<file path="config.mk">
export PLATFORM = sky130hd
export DESIGN_NAME = touch_contact_tracker_unit
export DESIGN_NICKNAME = d
export VERILOG_FILES = /design/src/hw/rtl/tct_pkg.sv /design/src/hw/rtl/tct_divider.sv /design/src/hw/rtl/tct_datapath.sv /design/src/hw/rtl/tct_controller.sv /design/src/hw/rtl/touch_contact_tracker_unit.sv
export SDC_FILE = /design/constraint.sdc
export NUM_CORES = 1
export LEC_CHECK = 0
export BUFFER_PORTS_ARGS = -buffer_cell sky130_fd_sc_hd__clkbuf_2
export CAP_MARGIN = 25
export CORE_MARGIN = 2
export CORE_UTILIZATION = 67
export CTS_CLUSTER_DIAMETER = 50
export DETAILED_ROUTE_END_ITERATION = 16
export GPL_TIMING_DRIVEN = 0
export HOLD_SLACK_MARGIN = 0.08
export PLACE_DENSITY_LB_ADDON = 0.2
export SYNTH_ARGS = -nofsm -noshare
export SYNTH_HDL_FRONTEND = slang
export SYNTH_HIERARCHICAL = 1
export SYNTH_SLANG_ARGS = --single-unit
</file>
<file path="constraint.sdc">
create_clock -name clock -period 19 [get_ports clock]
set_input_delay 1.9 -clock clock [delete_from_list [all_inputs] [get_ports clock]]
set_output_delay 1.9 -clock clock [all_outputs]
set_load 0.1 [all_outputs]
</file>
<file path="src/hw/rtl/tct_pkg.sv">
// Shared types and constants of the touch contact tracker.
// Used by the divider, datapath, controller and top level. No dependencies.
package tct_pkg;

   localparam int MAX_CONTACTS = 5;
   localparam int POS_LIMIT    = 4096;

   localparam int SLOT_W      = $clog2(MAX_CONTACTS);
   localparam int CNT_W       = $clog2(MAX_CONTACTS + 1);
   localparam int ID_W        = 8;
   localparam int RAW_W       = 16;
   localparam int WID_W       = 16;
   localparam int STAMP_W     = 16;
   localparam int SCALE_SHIFT = $clog2(POS_LIMIT);
   localparam int POS_W       = SCALE_SHIFT + 1;
   localparam int DIV_W       = RAW_W + SCALE_SHIFT;
   localparam int STEP_W      = $clog2(POS_W);
   localparam int CSR_IDX_W   = 3;
   localparam int CSR_DATA_W  = 16;

   localparam logic [POS_W-1:0] LMAX_POS = POS_W'(POS_LIMIT);

   localparam logic [1:0] ACT_DOWN = 2'd0;
   localparam logic [1:0] ACT_MOVE = 2'd1;
   localparam logic [1:0] ACT_UP   = 2'd2;

   localparam logic [1:0] ERR_OK      = 2'd0;
   localparam logic [1:0] ERR_FULL    = 2'd1;
   localparam logic [1:0] ERR_UNKNOWN = 2'd2;

   localparam logic [CSR_IDX_W-1:0] CSR_SWAP_AXES = 3'd0;
   localparam logic [CSR_IDX_W-1:0] CSR_X_SCALE   = 3'd1;
   localparam logic [CSR_IDX_W-1:0] CSR_Y_SCALE   = 3'd2;
   localparam logic [CSR_IDX_W-1:0] CSR_FLIP_X    = 3'd3;
   localparam logic [CSR_IDX_W-1:0] CSR_FLIP_Y    = 3'd4;

   typedef struct packed {
      logic       load_req;
      logic       start_div;
      logic       write_slot;
      logic       remove;
      logic       set_err;
      logic [1:0] err_code;
      logic       emit;
   } dp_cmd_type;

   typedef struct packed {
      logic [1:0] action;
      logic       found;
      logic       full;
      logic       div_done;
      logic       out_free;
      logic       emit_last;
   } dp_stat_type;

endpackage

</file>
<file path="src/hw/rtl/tct_divider.sv">
// Bit-serial coordinate scaler: raw * POS_LIMIT / full_scale, saturated, optionally mirrored.
// Depends on tct_pkg.
module tct_divider (
   input  logic                       clock,
   input  logic                       reset,
   input  logic                       start,
   input  logic [tct_pkg::RAW_W-1:0]  numer,
   input  logic [tct_pkg::RAW_W-1:0]  denom,
   input  logic                       flip,
   output logic                       done,
   output logic [tct_pkg::POS_W-1:0]  result
);

   logic                        busy_ff, busy_in;
   logic                        done_ff, done_in;
   logic [tct_pkg::STEP_W-1:0]  step_ff, step_in;
   logic [tct_pkg::DIV_W-1:0]   rem_ff, rem_in;
   logic [tct_pkg::DIV_W-1:0]   den_ff, den_in;
   logic [tct_pkg::POS_W-1:0]   quo_ff, quo_in;
   logic                        sat_ff, sat_in;
   logic                        flip_ff, flip_in;

   logic [tct_pkg::RAW_W-1:0]   fs;
   logic [tct_pkg::DIV_W:0]     num_ext;
   logic [tct_pkg::DIV_W:0]     lim_ext;
   logic [tct_pkg::POS_W-1:0]   sel;

   always_comb begin
      fs      = (denom == '0) ? tct_pkg::RAW_W'(1) : denom;
      num_ext = {1'b0, numer, {tct_pkg::SCALE_SHIFT{1'b0}}};
      lim_ext = {1'b0, fs, {tct_pkg::SCALE_SHIFT{1'b0}}} + (tct_pkg::DIV_W + 1)'(fs);

      busy_in = busy_ff;
      done_in = 1'b0;
      step_in = step_ff;
      rem_in  = rem_ff;
      den_in  = den_ff;
      quo_in  = quo_ff;
      sat_in  = sat_ff;
      flip_in = flip_ff;

      if (start) begin
         busy_in = 1'b1;
         step_in = tct_pkg::STEP_W'(tct_pkg::POS_W - 1);
         rem_in  = num_ext[tct_pkg::DIV_W-1:0];
         den_in  = {fs, {tct_pkg::SCALE_SHIFT{1'b0}}};
         quo_in  = '0;
         sat_in  = (num_ext >= lim_ext);
         flip_in = flip;
      end else if (busy_ff) begin
         if (rem_ff >= den_ff) begin
            rem_in = rem_ff - den_ff;
            quo_in = {quo_ff[tct_pkg::POS_W-2:0], 1'b1};
         end else begin
            quo_in = {quo_ff[tct_pkg::POS_W-2:0], 1'b0};
         end
         den_in = den_ff >> 1;
         if (step_ff == '0) begin
            busy_in = 1'b0;
            done_in = 1'b1;
         end else begin
            step_in = step_ff - tct_pkg::STEP_W'(1);
         end
      end
   end

   always_ff @(posedge clock) begin
      if (reset) begin
         busy_ff <= 1'b0;
         done_ff <= 1'b0;
      end else begin
         busy_ff <= busy_in;
         done_ff <= done_in;
      end
      step_ff <= step_in;
      rem_ff  <= rem_in;
      den_ff  <= den_in;
      quo_ff  <= quo_in;
      sat_ff  <= sat_in;
      flip_ff <= flip_in;
   end

   always_comb begin
      sel    = sat_ff ? tct_pkg::LMAX_POS : quo_ff;
      result = flip_ff ? (tct_pkg::LMAX_POS - sel) : sel;
   end

   assign done = done_ff;

   a_done_not_busy: assert property (@(posedge clock) disable iff (reset)
      done_ff |-> !busy_ff)
      else $error("divider reports done while still busy");

   a_last_step_done: assert property (@(posedge clock) disable iff (reset)
      (busy_ff && !start && step_ff == '0) |=> done_ff)
      else $error("divider final step did not raise done");

endmodule

</file>
<file path="src/hw/rtl/tct_datapath.sv">
// Datapath: request and configuration registers, compacted slot table, scalers and
// result register. Depends on tct_pkg and tct_divider.
module tct_datapath (
   input  logic                           clock,
   input  logic                           reset,
   input  tct_pkg::dp_cmd_type            cmd,
   output tct_pkg::dp_stat_type           stat,
   input  logic [1:0]                     req_action,
   input  logic [tct_pkg::ID_W-1:0]       req_track_id,
   input  logic [tct_pkg::RAW_W-1:0]      req_raw_x,
   input  logic [tct_pkg::RAW_W-1:0]      req_raw_y,
   input  logic [tct_pkg::WID_W-1:0]      req_contact_width,
   input  logic [tct_pkg::STAMP_W-1:0]    req_scan_stamp,
   input  logic                           csr_we,
   input  logic [tct_pkg::CSR_IDX_W-1:0]  csr_index,
   input  logic [tct_pkg::CSR_DATA_W-1:0] csr_wdata,
   input  logic                           rsp_ready,
   output logic                           rsp_valid,
   output logic                           rsp_has_contact,
   output logic [2:0]                     rsp_slot,
   output logic                           rsp_tip,
   output logic [tct_pkg::ID_W-1:0]       rsp_contact_id,
   output logic [tct_pkg::POS_W-1:0]      rsp_pos_x,
   output logic [tct_pkg::POS_W-1:0]      rsp_pos_y,
   output logic [tct_pkg::WID_W-1:0]      rsp_width_out,
   output logic [tct_pkg::STAMP_W-1:0]    rsp_report_stamp,
   output logic [2:0]                     rsp_active_count,
   output logic                           rsp_last,
   output logic [1:0]                     rsp_error
);

   localparam int N = tct_pkg::MAX_CONTACTS;

   logic                         swap_ff;
   logic [tct_pkg::RAW_W-1:0]    xfs_ff;
   logic [tct_pkg::RAW_W-1:0]    yfs_ff;
   logic                         flipx_ff;
   logic                         flipy_ff;

   logic [1:0]                   act_ff;
   logic [tct_pkg::ID_W-1:0]     id_ff;
   logic [tct_pkg::RAW_W-1:0]    rx_ff;
   logic [tct_pkg::RAW_W-1:0]    ry_ff;
   logic [tct_pkg::WID_W-1:0]    wid_ff;
   logic [tct_pkg::STAMP_W-1:0]  stamp_ff;

   logic [tct_pkg::ID_W-1:0]     ids_ff [N];
   logic                         tips_ff [N];
   logic [tct_pkg::POS_W-1:0]    xs_ff [N];
   logic [tct_pkg::POS_W-1:0]    ys_ff [N];
   logic [tct_pkg::WID_W-1:0]    ws_ff [N];

   logic [tct_pkg::CNT_W-1:0]    cnt_ff;
   logic [tct_pkg::SLOT_W-1:0]   idx_ff;
   logic [1:0]                   err_ff;

   logic                         out_valid_ff;
   logic                         out_has_ff;
   logic [2:0]                   out_slot_ff;
   logic                         out_tip_ff;
   logic [tct_pkg::ID_W-1:0]     out_id_ff;
   logic [tct_pkg::POS_W-1:0]    out_x_ff;
   logic [tct_pkg::POS_W-1:0]    out_y_ff;
   logic [tct_pkg::WID_W-1:0]    out_w_ff;
   logic [tct_pkg::STAMP_W-1:0]  out_stamp_ff;
   logic [2:0]                   out_cnt_ff;
   logic                         out_last_ff;
   logic [1:0]                   out_err_ff;

   logic                         found;
   logic [tct_pkg::SLOT_W-1:0]   pos;
   logic [tct_pkg::SLOT_W-1:0]   target;
   logic                         emit_last;
   logic [tct_pkg::RAW_W-1:0]    ax;
   logic [tct_pkg::RAW_W-1:0]    ay;
   logic                         dx_done;
   logic                         dy_done;
   logic [tct_pkg::POS_W-1:0]    dx_result;
   logic [tct_pkg::POS_W-1:0]    dy_result;

   always_ff @(posedge clock) begin
      if (reset) begin
         swap_ff  <= 1'b0;
         xfs_ff   <= tct_pkg::RAW_W'(tct_pkg::POS_LIMIT);
         yfs_ff   <= tct_pkg::RAW_W'(tct_pkg::POS_LIMIT);
         flipx_ff <= 1'b0;
         flipy_ff <= 1'b0;
      end else if (csr_we) begin
         unique case (csr_index)
            tct_pkg::CSR_SWAP_AXES: swap_ff  <= csr_wdata[0];
            tct_pkg::CSR_X_SCALE:   xfs_ff   <= csr_wdata;
            tct_pkg::CSR_Y_SCALE:   yfs_ff   <= csr_wdata;
            tct_pkg::CSR_FLIP_X:    flipx_ff <= csr_wdata[0];
            tct_pkg::CSR_FLIP_Y:    flipy_ff <= csr_wdata[0];
            default: begin
            end
         endcase
      end
   end

   always_ff @(posedge clock) begin
      if (cmd.load_req) begin
         act_ff   <= req_action;
         id_ff    <= req_track_id;
         rx_ff    <= req_raw_x;
         ry_ff    <= req_raw_y;
         wid_ff   <= req_contact_width;
         stamp_ff <= req_scan_stamp;
      end
   end

   // The lowest active slot holding the id wins.
   always_comb begin
      found = 1'b0;
      pos   = '0;
      for (int i = N - 1; i >= 0; i--) begin
         if ((tct_pkg::CNT_W'(i) < cnt_ff) && (ids_ff[i] == id_ff)) begin
            found = 1'b1;
            pos   = tct_pkg::SLOT_W'(i);
         end
      end
   end

   always_comb begin
      ax        = swap_ff ? ry_ff : rx_ff;
      ay        = swap_ff ? rx_ff : ry_ff;
      target    = (act_ff == tct_pkg::ACT_DOWN) ? cnt_ff[tct_pkg::SLOT_W-1:0] : pos;
      emit_last = (cnt_ff == '0) ||
                  ((tct_pkg::CNT_W'(idx_ff) + tct_pkg::CNT_W'(1)) >= cnt_ff);
   end

   tct_divider u_div_x (
      .clock  (clock),
      .reset  (reset),
      .start  (cmd.start_div),
      .numer  (ax),
      .denom  (xfs_ff),
      .flip   (flipx_ff),
      .done   (dx_done),
      .result (dx_result)
   );

   tct_divider u_div_y (
      .clock  (clock),
      .reset  (reset),
      .start  (cmd.start_div),
      .numer  (ay),
      .denom  (yfs_ff),
      .flip   (flipy_ff),
      .done   (dy_done),
      .result (dy_result)
   );

   always_ff @(posedge clock) begin
      if (cmd.write_slot) begin
         ids_ff[target]  <= id_ff;
         tips_ff[target] <= (act_ff == tct_pkg::ACT_MOVE);
         xs_ff[target]   <= dx_result;
         ys_ff[target]   <= dy_result;
         ws_ff[target]   <= wid_ff;
      end else if (cmd.remove) begin
         for (int i = 0; i < N - 1; i++) begin
            if (tct_pkg::SLOT_W'(i) >= pos) begin
               ids_ff[i]  <= ids_ff[i+1];
               tips_ff[i] <= tips_ff[i+1];
               xs_ff[i]   <= xs_ff[i+1];
               ys_ff[i]   <= ys_ff[i+1];
               ws_ff[i]   <= ws_ff[i+1];
            end
         end
      end
   end

   always_ff @(posedge clock) begin
      if (reset) begin
         cnt_ff <= '0;
         idx_ff <= '0;
      end else begin
         if (cmd.write_slot && act_ff == tct_pkg::ACT_DOWN) begin
            cnt_ff <= cnt_ff + tct_pkg::CNT_W'(1);
         end else if (cmd.remove) begin
            cnt_ff <= cnt_ff - tct_pkg::CNT_W'(1);
         end
         if (cmd.emit) begin
            idx_ff <= emit_last ? '0 : idx_ff + tct_pkg::SLOT_W'(1);
         end
      end
      if (cmd.set_err) begin
         err_ff <= cmd.err_code;
      end
   end

   always_ff @(posedge clock) begin
      if (reset) begin
         out_valid_ff <= 1'b0;
      end else if (cmd.emit) begin
         out_valid_ff <= 1'b1;
      end else if (rsp_ready) begin
         out_valid_ff <= 1'b0;
      end
      if (cmd.emit) begin
         out_stamp_ff <= stamp_ff;
         out_cnt_ff   <= 3'(cnt_ff);
         out_last_ff  <= emit_last;
         out_err_ff   <= err_ff;
         if (cnt_ff == '0) begin
            out_has_ff  <= 1'b0;
            out_slot_ff <= '0;
            out_tip_ff  <= 1'b0;
            out_id_ff   <= '0;
            out_x_ff    <= '0;
            out_y_ff    <= '0;
            out_w_ff    <= '0;
         end else begin
            out_has_ff  <= 1'b1;
            out_slot_ff <= 3'(idx_ff);
            out_tip_ff  <= tips_ff[idx_ff];
            out_id_ff   <= ids_ff[idx_ff];
            out_x_ff    <= xs_ff[idx_ff];
            out_y_ff    <= ys_ff[idx_ff];
            out_w_ff    <= ws_ff[idx_ff];
         end
      end
   end

   always_comb begin
      stat.action    = act_ff;
      stat.found     = found;
      stat.full      = (cnt_ff >= tct_pkg::CNT_W'(N));
      stat.div_done  = dx_done & dy_done;
      stat.out_free  = !out_valid_ff || rsp_ready;
      stat.emit_last = emit_last;
   end

   assign rsp_valid        = out_valid_ff;
   assign rsp_has_contact  = out_has_ff;
   assign rsp_slot         = out_slot_ff;
   assign rsp_tip          = out_tip_ff;
   assign rsp_contact_id   = out_id_ff;
   assign rsp_pos_x        = out_x_ff;
   assign rsp_pos_y        = out_y_ff;
   assign rsp_width_out    = out_w_ff;
   assign rsp_report_stamp = out_stamp_ff;
   assign rsp_active_count = out_cnt_ff;
   assign rsp_last         = out_last_ff;
   assign rsp_error        = out_err_ff;

   a_count_bound: assert property (@(posedge clock) disable iff (reset)
      cnt_ff <= tct_pkg::CNT_W'(N))
      else $error("active contact count exceeds the table size");

   a_slot_in_range: assert property (@(posedge clock) disable iff (reset)
      (out_valid_ff && out_has_ff) |-> (out_slot_ff < out_cnt_ff))
      else $error("reported slot lies beyond the active count");

   a_empty_is_last: assert property (@(posedge clock) disable iff (reset)
      (out_valid_ff && !out_has_ff) |-> (out_last_ff && out_cnt_ff == '0))
      else $error("empty report is not a single final result");

endmodule

</file>
<file path="src/hw/rtl/tct_controller.sv">
// Controller state machine: sequences accept, slot decision, scaling, table update
// and result emission. Depends on tct_pkg.
module tct_controller (
   input  logic                  clock,
   input  logic                  reset,
   input  logic                  req_valid,
   output logic                  req_ready,
   input  tct_pkg::dp_stat_type  stat,
   output tct_pkg::dp_cmd_type   cmd
);

   typedef enum logic [2:0] {
      ST_IDLE,
      ST_DECIDE,
      ST_DIVIDE,
      ST_EMIT
   } state_type;

   state_type state_ff, state_in;

   always_comb begin
      state_in  = state_ff;
      cmd       = '0;
      req_ready = 1'b0;
      unique case (state_ff)
         ST_IDLE: begin
            req_ready    = 1'b1;
            cmd.load_req = req_valid;
            if (req_valid) begin
               state_in = ST_DECIDE;
            end
         end
         ST_DECIDE: begin
            cmd.set_err  = 1'b1;
            cmd.err_code = tct_pkg::ERR_OK;
            unique case (stat.action)
               tct_pkg::ACT_DOWN: begin
                  if (stat.full) begin
                     cmd.err_code = tct_pkg::ERR_FULL;
                     state_in     = ST_EMIT;
                  end else begin
                     cmd.start_div = 1'b1;
                     state_in      = ST_DIVIDE;
                  end
               end
               tct_pkg::ACT_MOVE: begin
                  if (stat.found) begin
                     cmd.start_div = 1'b1;
                     state_in      = ST_DIVIDE;
                  end else begin
                     cmd.err_code = tct_pkg::ERR_UNKNOWN;
                     state_in     = ST_EMIT;
                  end
               end
               tct_pkg::ACT_UP: begin
                  if (stat.found) begin
                     cmd.remove = 1'b1;
                  end else begin
                     cmd.err_code = tct_pkg::ERR_UNKNOWN;
                  end
                  state_in = ST_EMIT;
               end
               default: begin
                  state_in = ST_IDLE;
               end
            endcase
         end
         ST_DIVIDE: begin
            if (stat.div_done) begin
               cmd.write_slot = 1'b1;
               state_in       = ST_EMIT;
            end
         end
         ST_EMIT: begin
            if (stat.out_free) begin
               cmd.emit = 1'b1;
               if (stat.emit_last) begin
                  state_in = ST_IDLE;
               end
            end
         end
         default: begin
            state_in = ST_IDLE;
         end
      endcase
   end

   always_ff @(posedge clock) begin
      if (reset) begin
         state_ff <= ST_IDLE;
      end else begin
         state_ff <= state_in;
      end
   end

   a_single_update: assert property (@(posedge clock) disable iff (reset)
      !(cmd.write_slot && cmd.remove))
      else $error("slot write and slot removal issued together");

   a_write_after_divide: assert property (@(posedge clock) disable iff (reset)
      cmd.write_slot |-> state_ff == ST_DIVIDE && stat.div_done)
      else $error("slot written without a finished scaling");

endmodule

</file>
<file path="src/hw/rtl/touch_contact_tracker_unit.sv">
// Top level of the touch contact tracker: controller plus datapath.
// Depends on tct_pkg, tct_controller and tct_datapath.
//
//   Channel   Direction  Handshake              Content
//   req_*     in         req_valid/req_ready    touch event (down, move, up)
//   rsp_*     out        rsp_valid/rsp_ready    one result per active contact, or one empty result if none
//   csr_*     in         csr_we                 swap, full scales, flips
//
// A down or move event is decided, scaled in the bit-serial scalers (thirteen quotient bits)
// and written to its slot before the first result is loaded into the result register; an up
// or rejected event goes from the decision straight to result emission. Further results follow
// while rsp_ready is high. Reset clears the active count, configuration and control state only.
// A low rsp_ready holds the result register; the next request waits for the last result.
module touch_contact_tracker_unit (
   input  logic                           clock,
   input  logic                           reset,
   input  logic                           req_valid,
   output logic                           req_ready,
   input  logic [1:0]                     req_action,
   input  logic [tct_pkg::ID_W-1:0]       req_track_id,
   input  logic [tct_pkg::RAW_W-1:0]      req_raw_x,
   input  logic [tct_pkg::RAW_W-1:0]      req_raw_y,
   input  logic [tct_pkg::WID_W-1:0]      req_contact_width,
   input  logic [tct_pkg::STAMP_W-1:0]    req_scan_stamp,
   output logic                           rsp_valid,
   input  logic                           rsp_ready,
   output logic                           rsp_has_contact,
   output logic [2:0]                     rsp_slot,
   output logic                           rsp_tip,
   output logic [tct_pkg::ID_W-1:0]       rsp_contact_id,
   output logic [tct_pkg::POS_W-1:0]      rsp_pos_x,
   output logic [tct_pkg::POS_W-1:0]      rsp_pos_y,
   output logic [tct_pkg::WID_W-1:0]      rsp_width_out,
   output logic [tct_pkg::STAMP_W-1:0]    rsp_report_stamp,
   output logic [2:0]                     rsp_active_count,
   output logic                           rsp_last,
   output logic [1:0]                     rsp_error,
   input  logic                           csr_we,
   input  logic [tct_pkg::CSR_IDX_W-1:0]  csr_index,
   input  logic [tct_pkg::CSR_DATA_W-1:0] csr_wdata
);

   tct_pkg::dp_cmd_type  cmd;
   tct_pkg::dp_stat_type stat;

   tct_controller u_ctrl (
      .clock     (clock),
      .reset     (reset),
      .req_valid (req_valid),
      .req_ready (req_ready),
      .stat      (stat),
      .cmd       (cmd)
   );

   tct_datapath u_dp (
      .clock             (clock),
      .reset             (reset),
      .cmd               (cmd),
      .stat              (stat),
      .req_action        (req_action),
      .req_track_id      (req_track_id),
      .req_raw_x         (req_raw_x),
      .req_raw_y         (req_raw_y),
      .req_contact_width (req_contact_width),
      .req_scan_stamp    (req_scan_stamp),
      .csr_we            (csr_we),
      .csr_index         (csr_index),
      .csr_wdata         (csr_wdata),
      .rsp_ready         (rsp_ready),
      .rsp_valid         (rsp_valid),
      .rsp_has_contact   (rsp_has_contact),
      .rsp_slot          (rsp_slot),
      .rsp_tip           (rsp_tip),
      .rsp_contact_id    (rsp_contact_id),
      .rsp_pos_x         (rsp_pos_x),
      .rsp_pos_y         (rsp_pos_y),
      .rsp_width_out     (rsp_width_out),
      .rsp_report_stamp  (rsp_report_stamp),
      .rsp_active_count  (rsp_active_count),
      .rsp_last          (rsp_last),
      .rsp_error         (rsp_error)
   );

endmodule
</file>
Word level (Yosys, flattened, before mapping)
Memory sizes are Yosys's and may differ from the RTL's. A register that Yosys moved wholly into a read port is not among the register bits.
Index checks and enable logic that the tools add are counted.
W data, S select, Z words.
Storage, ports and cells
  bits in writable memories: 255
  input bits: 98
  memories kept: 5
  output and inout bits: 79
  flip-flop bits (word level): 301
  logic and storage cells: 240
Operators by class
  equality and inequality tests: 18
  bitwise logic cells: 5
  reduce and logical (&&, ||, !) cells: 43
  add/subtract/negate cells: 11
  $lt $le $gt $ge: 15
  mux-type cells: 101
Memories
  u_dp.ws_ff: depth 5, bits a word 16, rd ports 5, clocked after Yosys merged registers in 1, write ports 4, RTL line tct_datapath.sv:51  | logic [tct_pkg::WID_W-1:0] ws_ff [N];
  u_dp.xs_ff: depth 5, bits a word 13, rd ports 5, clocked after Yosys merged registers in 1, write ports 4, RTL line tct_datapath.sv:49  | logic [tct_pkg::POS_W-1:0] xs_ff [N];
  u_dp.ys_ff: depth 5, bits a word 13, rd ports 5, clocked after Yosys merged registers in 1, write ports 4, RTL line tct_datapath.sv:50  | logic [tct_pkg::POS_W-1:0] ys_ff [N];
  u_dp.ids_ff: depth 5, bits a word 8, rd ports 6, clocked after Yosys merged registers in 1, write ports 4, RTL line tct_datapath.sv:47  | logic [tct_pkg::ID_W-1:0] ids_ff [N];
  u_dp.tips_ff: depth 5, bits a word 1, rd ports 5, clocked after Yosys merged registers in 1, write ports 4, RTL line tct_datapath.sv:48  | logic tips_ff [N];
Operators with widths (count)
  $mux W28: 10
  $mux W16: 5
  $mux W13: 6
  $add A28 B16 Y29: 2
  $ge A28 B29 Y1: 2
  $ge A28 B28 Y1: 2
  $sub A28 B28 Y28: 2
  $mux W1: 55
  $mux W3: 18
  $eq A8 B8 Y1: 5
  $logic_not A16 Y1: 2
  $reduce_or A13 Y1: 2
  $sub A13 B13 Y13 const A: 2
  $reduce_and A2 Y1: 11
  $reduce_or A16 Y1: 1
  $eq A3 B2 Y1 const B: 4
  $pmux W3 S4: 1
  $reduce_bool A2 Y1: 6
  $logic_not A3 Y1: 3
  $pmux W3 S3: 1
  $logic_not A4 Y1: 2
  $mux W8: 1
  $reduce_or A8 Y1: 1
  $sub A4 B1 Y4 const B: 2
  29 further kinds: 47

Depth between registers and ports, before layout
An unclocked memory read counts as a cell.
  word-level depth: 16
  depth in mapped cells: 19
  depth with buffers taken out: 16

Hierarchy
The synthesis kept the hierarchy.
Modules (own cells, without submodules)
  tct_datapath: times used 1, sequential area each 17687.0 um^2, cells an instance 1390, area each 25737.2 um^2
  tct_divider at u_dp.u_div_x: times used 1, sequential area each 1881.8 um^2, cells an instance 628, area each 5524.0 um^2
  tct_divider at u_dp.u_div_y: times used 1, sequential area each 1881.8 um^2, cells an instance 624, area each 5479.0 um^2
  tct_controller: times used 1, sequential area each 40.0 um^2, cells an instance 32, area each 245.2 um^2

Worst setup path before layout
Ideal clock, no wire load.
  path type: in2reg
  start point: input req_valid
  end point: register u_dp.act_ff[0] (enable)
  required time: 18403 ps
  setup slack: 11457 ps
  stages on the path: 2
  arrival: 6946 ps
  buffers on the path: 0
  setup time: 597 ps
  path through: inv_1 nor3_1
RTL lines
  start: declaration: RTL line touch_contact_tracker_unit.sv:17  | input logic req_valid,
  end signal: assignment: RTL line tct_datapath.sv:103  | act_ff <= req_action;
  end: declaration: RTL line tct_datapath.sv:40  | logic [1:0] act_ff;

==> results.md <==
* Worst hold-check path type: flop to flop
* Initial Util at 67.4%
* Cell Rows at 86
* Multi-input gate area at 0.0144 sq mm
* Synth warnings at 6
* Initial antenna violation count at 0
* Worst slew pin tran at 1080 ps
* Pwr/cell area at 92.2 mW/mm^2
* Via density at 6.46
* Achievable Freq at 0.207 GHz
* Leak Pwr at 15.1 nW
* Primary FF master, synth: edfxtp_1
* Detailed-route via count at 24100
* All-Layer GR Usage at 32.0%
* Worst EP required at 19360 ps
* Syn avg cell area at 13.8 sq um
* Number of fill cells at 3220
* Post-DP HPWL at 62800 um
* Met2 Wirelength at 45100 um
* Syn_nets at 2886
* RD Place Congestion at 0.921
* Post-synth cell types at 92
* Mapped Cells at 2674
* EDFF count, synth at 629
* WL met1 at 35800 um
* Final period util at 25.4%
* Total CTS buffers at 81
* Synth Register Bits at 759
* Skew-Pair Late Insertion Delay at 630 ps
* GRT overflow at 0
* TNS Setup at 0 ps
* Remaining DRCs at 0
* Cell area after synthesis at 0.0370 sq mm
* Startpoint Class: flop
* DIE WIDTH at 239 um
* Finished Layout Cells at 3733
* CTS tree: yes
* Post-CTS setup buffer count at 0
* Final WL at 91300 um
* Sequential cell area at 0.0215 sq mm
* I/O pin total at 177
* Routed wl met3 at 7200 um
* Vias in the first global route at 24000
* Antenna Violating Nets Remaining at 0
* Core area at 0.0549 sq mm
* Crit path DAT at 5190 ps
* Hold_buf cts at 0
* Async set or reset register ratio after synthesis at 0%
* Setup WS pre-CTS at 14230 ps
* Avg WL per Cell at 24.5 um
* Synthesis-to-layout area growth at 13.4%
* Die area at 0.0571 sq mm
* Run status: completed
* Placed cells at 3585
* Worst-path clk slew at 60 ps
* # resized after CTS at 0
* Fin crit period at 4830 ps
* Final slew viol count at 0
* Slew headroom at 27.6%
* Die H at 239 um
* RSZ-0062 raised after global routing: false
* Sequential share of the synthesized area at 58.1%
* Final nets at 3179
* Final-report hold violation count at 0
* Largest net degree at the start of global routing at 56
* Antenna Cells at 0
* Share of cells above drive strength 1 at 23.0%
* Root Buffer: clkbuf_16
* Iter 0 DRT Violations at 2376
* CTS Buffer Depth at 3
* Drt pass-1 iters at 8
* Final setup viols at 0
* Max H-tree Level at 3
* Critical-path maximum fanout at 10
* CTS Sinks at 759
* IO buf count at 176
* Max Used Layer: met4
* Max capacitance violation total at 0
* VDD IR-drop max at 0.0743 mV
* First-pass GRT wire length at 139000 um
* Setup slack after layout at 14170 ps
* Final Skew at 18.9 ps
* Setup CP Type: flop to flop
* Crit end category: flop
* Worst Hold Slack at 417 ps
layer usage:
metal,global-route usage (%),up-vias
met4,12.5,0
met5,0,-
li1,-,10600
met1,42.0,12000
met2,53.9,1245
met3,4.93,214
power by group:
part	leakage [nW]	total [mW]	internal, mW	switching, mW
registers	6.83	1.91	1.87	0.0403
clock network	1.23	1.51	0.860	0.646
logic	7.08	0.453	0.189	0.264
registers in the layout, indices dropped and copies added (netlist names), 16 cells and up:
register               count
u_dp/ws_ff               128
u_dp/xs_ff               104
u_dp/ys_ff               104
u_dp/ids_ff               64
u_dp/u_div_x/den_ff       28
u_dp/u_div_x/rem_ff       28
u_dp/u_div_y/den_ff       28
u_dp/u_div_y/rem_ff       28
u_dp/rsp_report_stamp     16
u_dp/rsp_width_out        16
u_dp/rx_ff                16
u_dp/ry_ff                16
u_dp/stamp_ff             16
u_dp/wid_ff               16
u_dp/xfs_ff               16
u_dp/yfs_ff               16
Yosys cell counts, types with 9 or more instances:
cell	n	area [sq um]
edfxtp_1	629	18900
nand2_1	196	736
nor2_1	190	713
dfxtp_1	130	2600
a21oi_1	116	581
ha_1	110	1380
inv_1	110	413
mux4_2	103	2320
mux2i_1	101	1010
mux2_4	98	1470
xnor2_1	81	709
mux2_2	78	878
o21ai_0	76	380
clkbuf_1	75	282
mux2_1	60	676
a22o_1	56	490
xor2_1	53	464
nor2b_1	25	156
nor3_1	25	125
a21o_1	23	173
buf_1	22	82.6
buf_4	22	165
nand4_1	22	138
nand3_1	21	105
nand2b_1	17	106
nor4_1	15	93.8
o31ai_1	15	113
buf_6	14	158
o211ai_1	12	90.1
and3_1	11	68.8
a211oi_1	10	75.1
buf_2	9	45.0
o21bai_1	9	67.6
kinds of logic after synthesis:
family	Yosys count	synth area share [%]
buffers and inverters	255	3.13
adders and majority gates	116	3.99
DFF	759	58.1
and+or+nand+nor	576	7.25
muxes	440	17.2
xor gates and xnor gates	134	3.17
AOI/OAI and AO/OA	394	7.17
final cells by class:
cell class / instances / area share, %
Timing Repair Buffer: 210 / 3.49
Inverter: 112 / 1.00
Clock inverter: 33 / 0.653
Multi-Input combinational cell: 1660 / 34.4
Sequential cell: 759 / 51.2
Buffer: 143 / 1.76
Tap cell: 704 / 2.10
Clock buffer: 112 / 5.36
placed cells by master, fill, tap and decap left out, types with 60 or more instances in the layout:
cell       count
dfxtp_1      130
mux2i_1      101
clkbuf_16     82
edfxtp_1     629
clkbuf_1      97
ha_1         110
inv_1        110
a21oi_1      116
nand2_1      196
xnor2_1       81
mux4_2       103
o21ai_0       73
clkbuf_2     178
nor2_1       186
mux2_2        78
mux2_1        60
mux2_4        98
metrics by stage:
step | power (mW) | cell area, sq um | utilization [%]
2_1_floorplan | 2.27 | 37000 | -
5_1_grt | 3.99 | 41900 | 76.4
4_1_cts | 3.88 | 41900 | 76.4
3_3_place_gp | 2.36 | 38700 | 70.6
6_report | 3.87 | 41900 | 76.4
3_5_place_dp | 2.38 | 39400 | 71.8
final timing paths:
kind / from / end / slack [ps] / cells past startpoint
worst max-delay path: u_dp/id_ff[7] / u_dp/u_div_x/rem_ff[27] / 14170 / 18
worst min register to register: u_dp/stamp_ff[15] / u_dp/rsp_report_stamp[15] / 420 / 0
worst min-delay path: u_dp/stamp_ff[15] / u_dp/rsp_report_stamp[15] / 420 / 0
worst max register to register: u_dp/id_ff[7] / u_dp/u_div_x/rem_ff[27] / 14170 / 18
critical path, cell delays in order, from the launching register on:
cell      delay [ps]
edfxtp_1         490
buf_4            230
xnor2_1          240
nand3_1          180
nor4_2           540
nor3_1           180
nand2_1          110
buf_4            130
nand2_1           60
a21oi_1          500
clkbuf_1         320
nor2b_1           80
clkbuf_1         270
and2_1           260
a22o_1           190
a21o_2           200
buf_4            180
o211a_1          120
a221o_1          280
(Power assumes the default switching activity.)
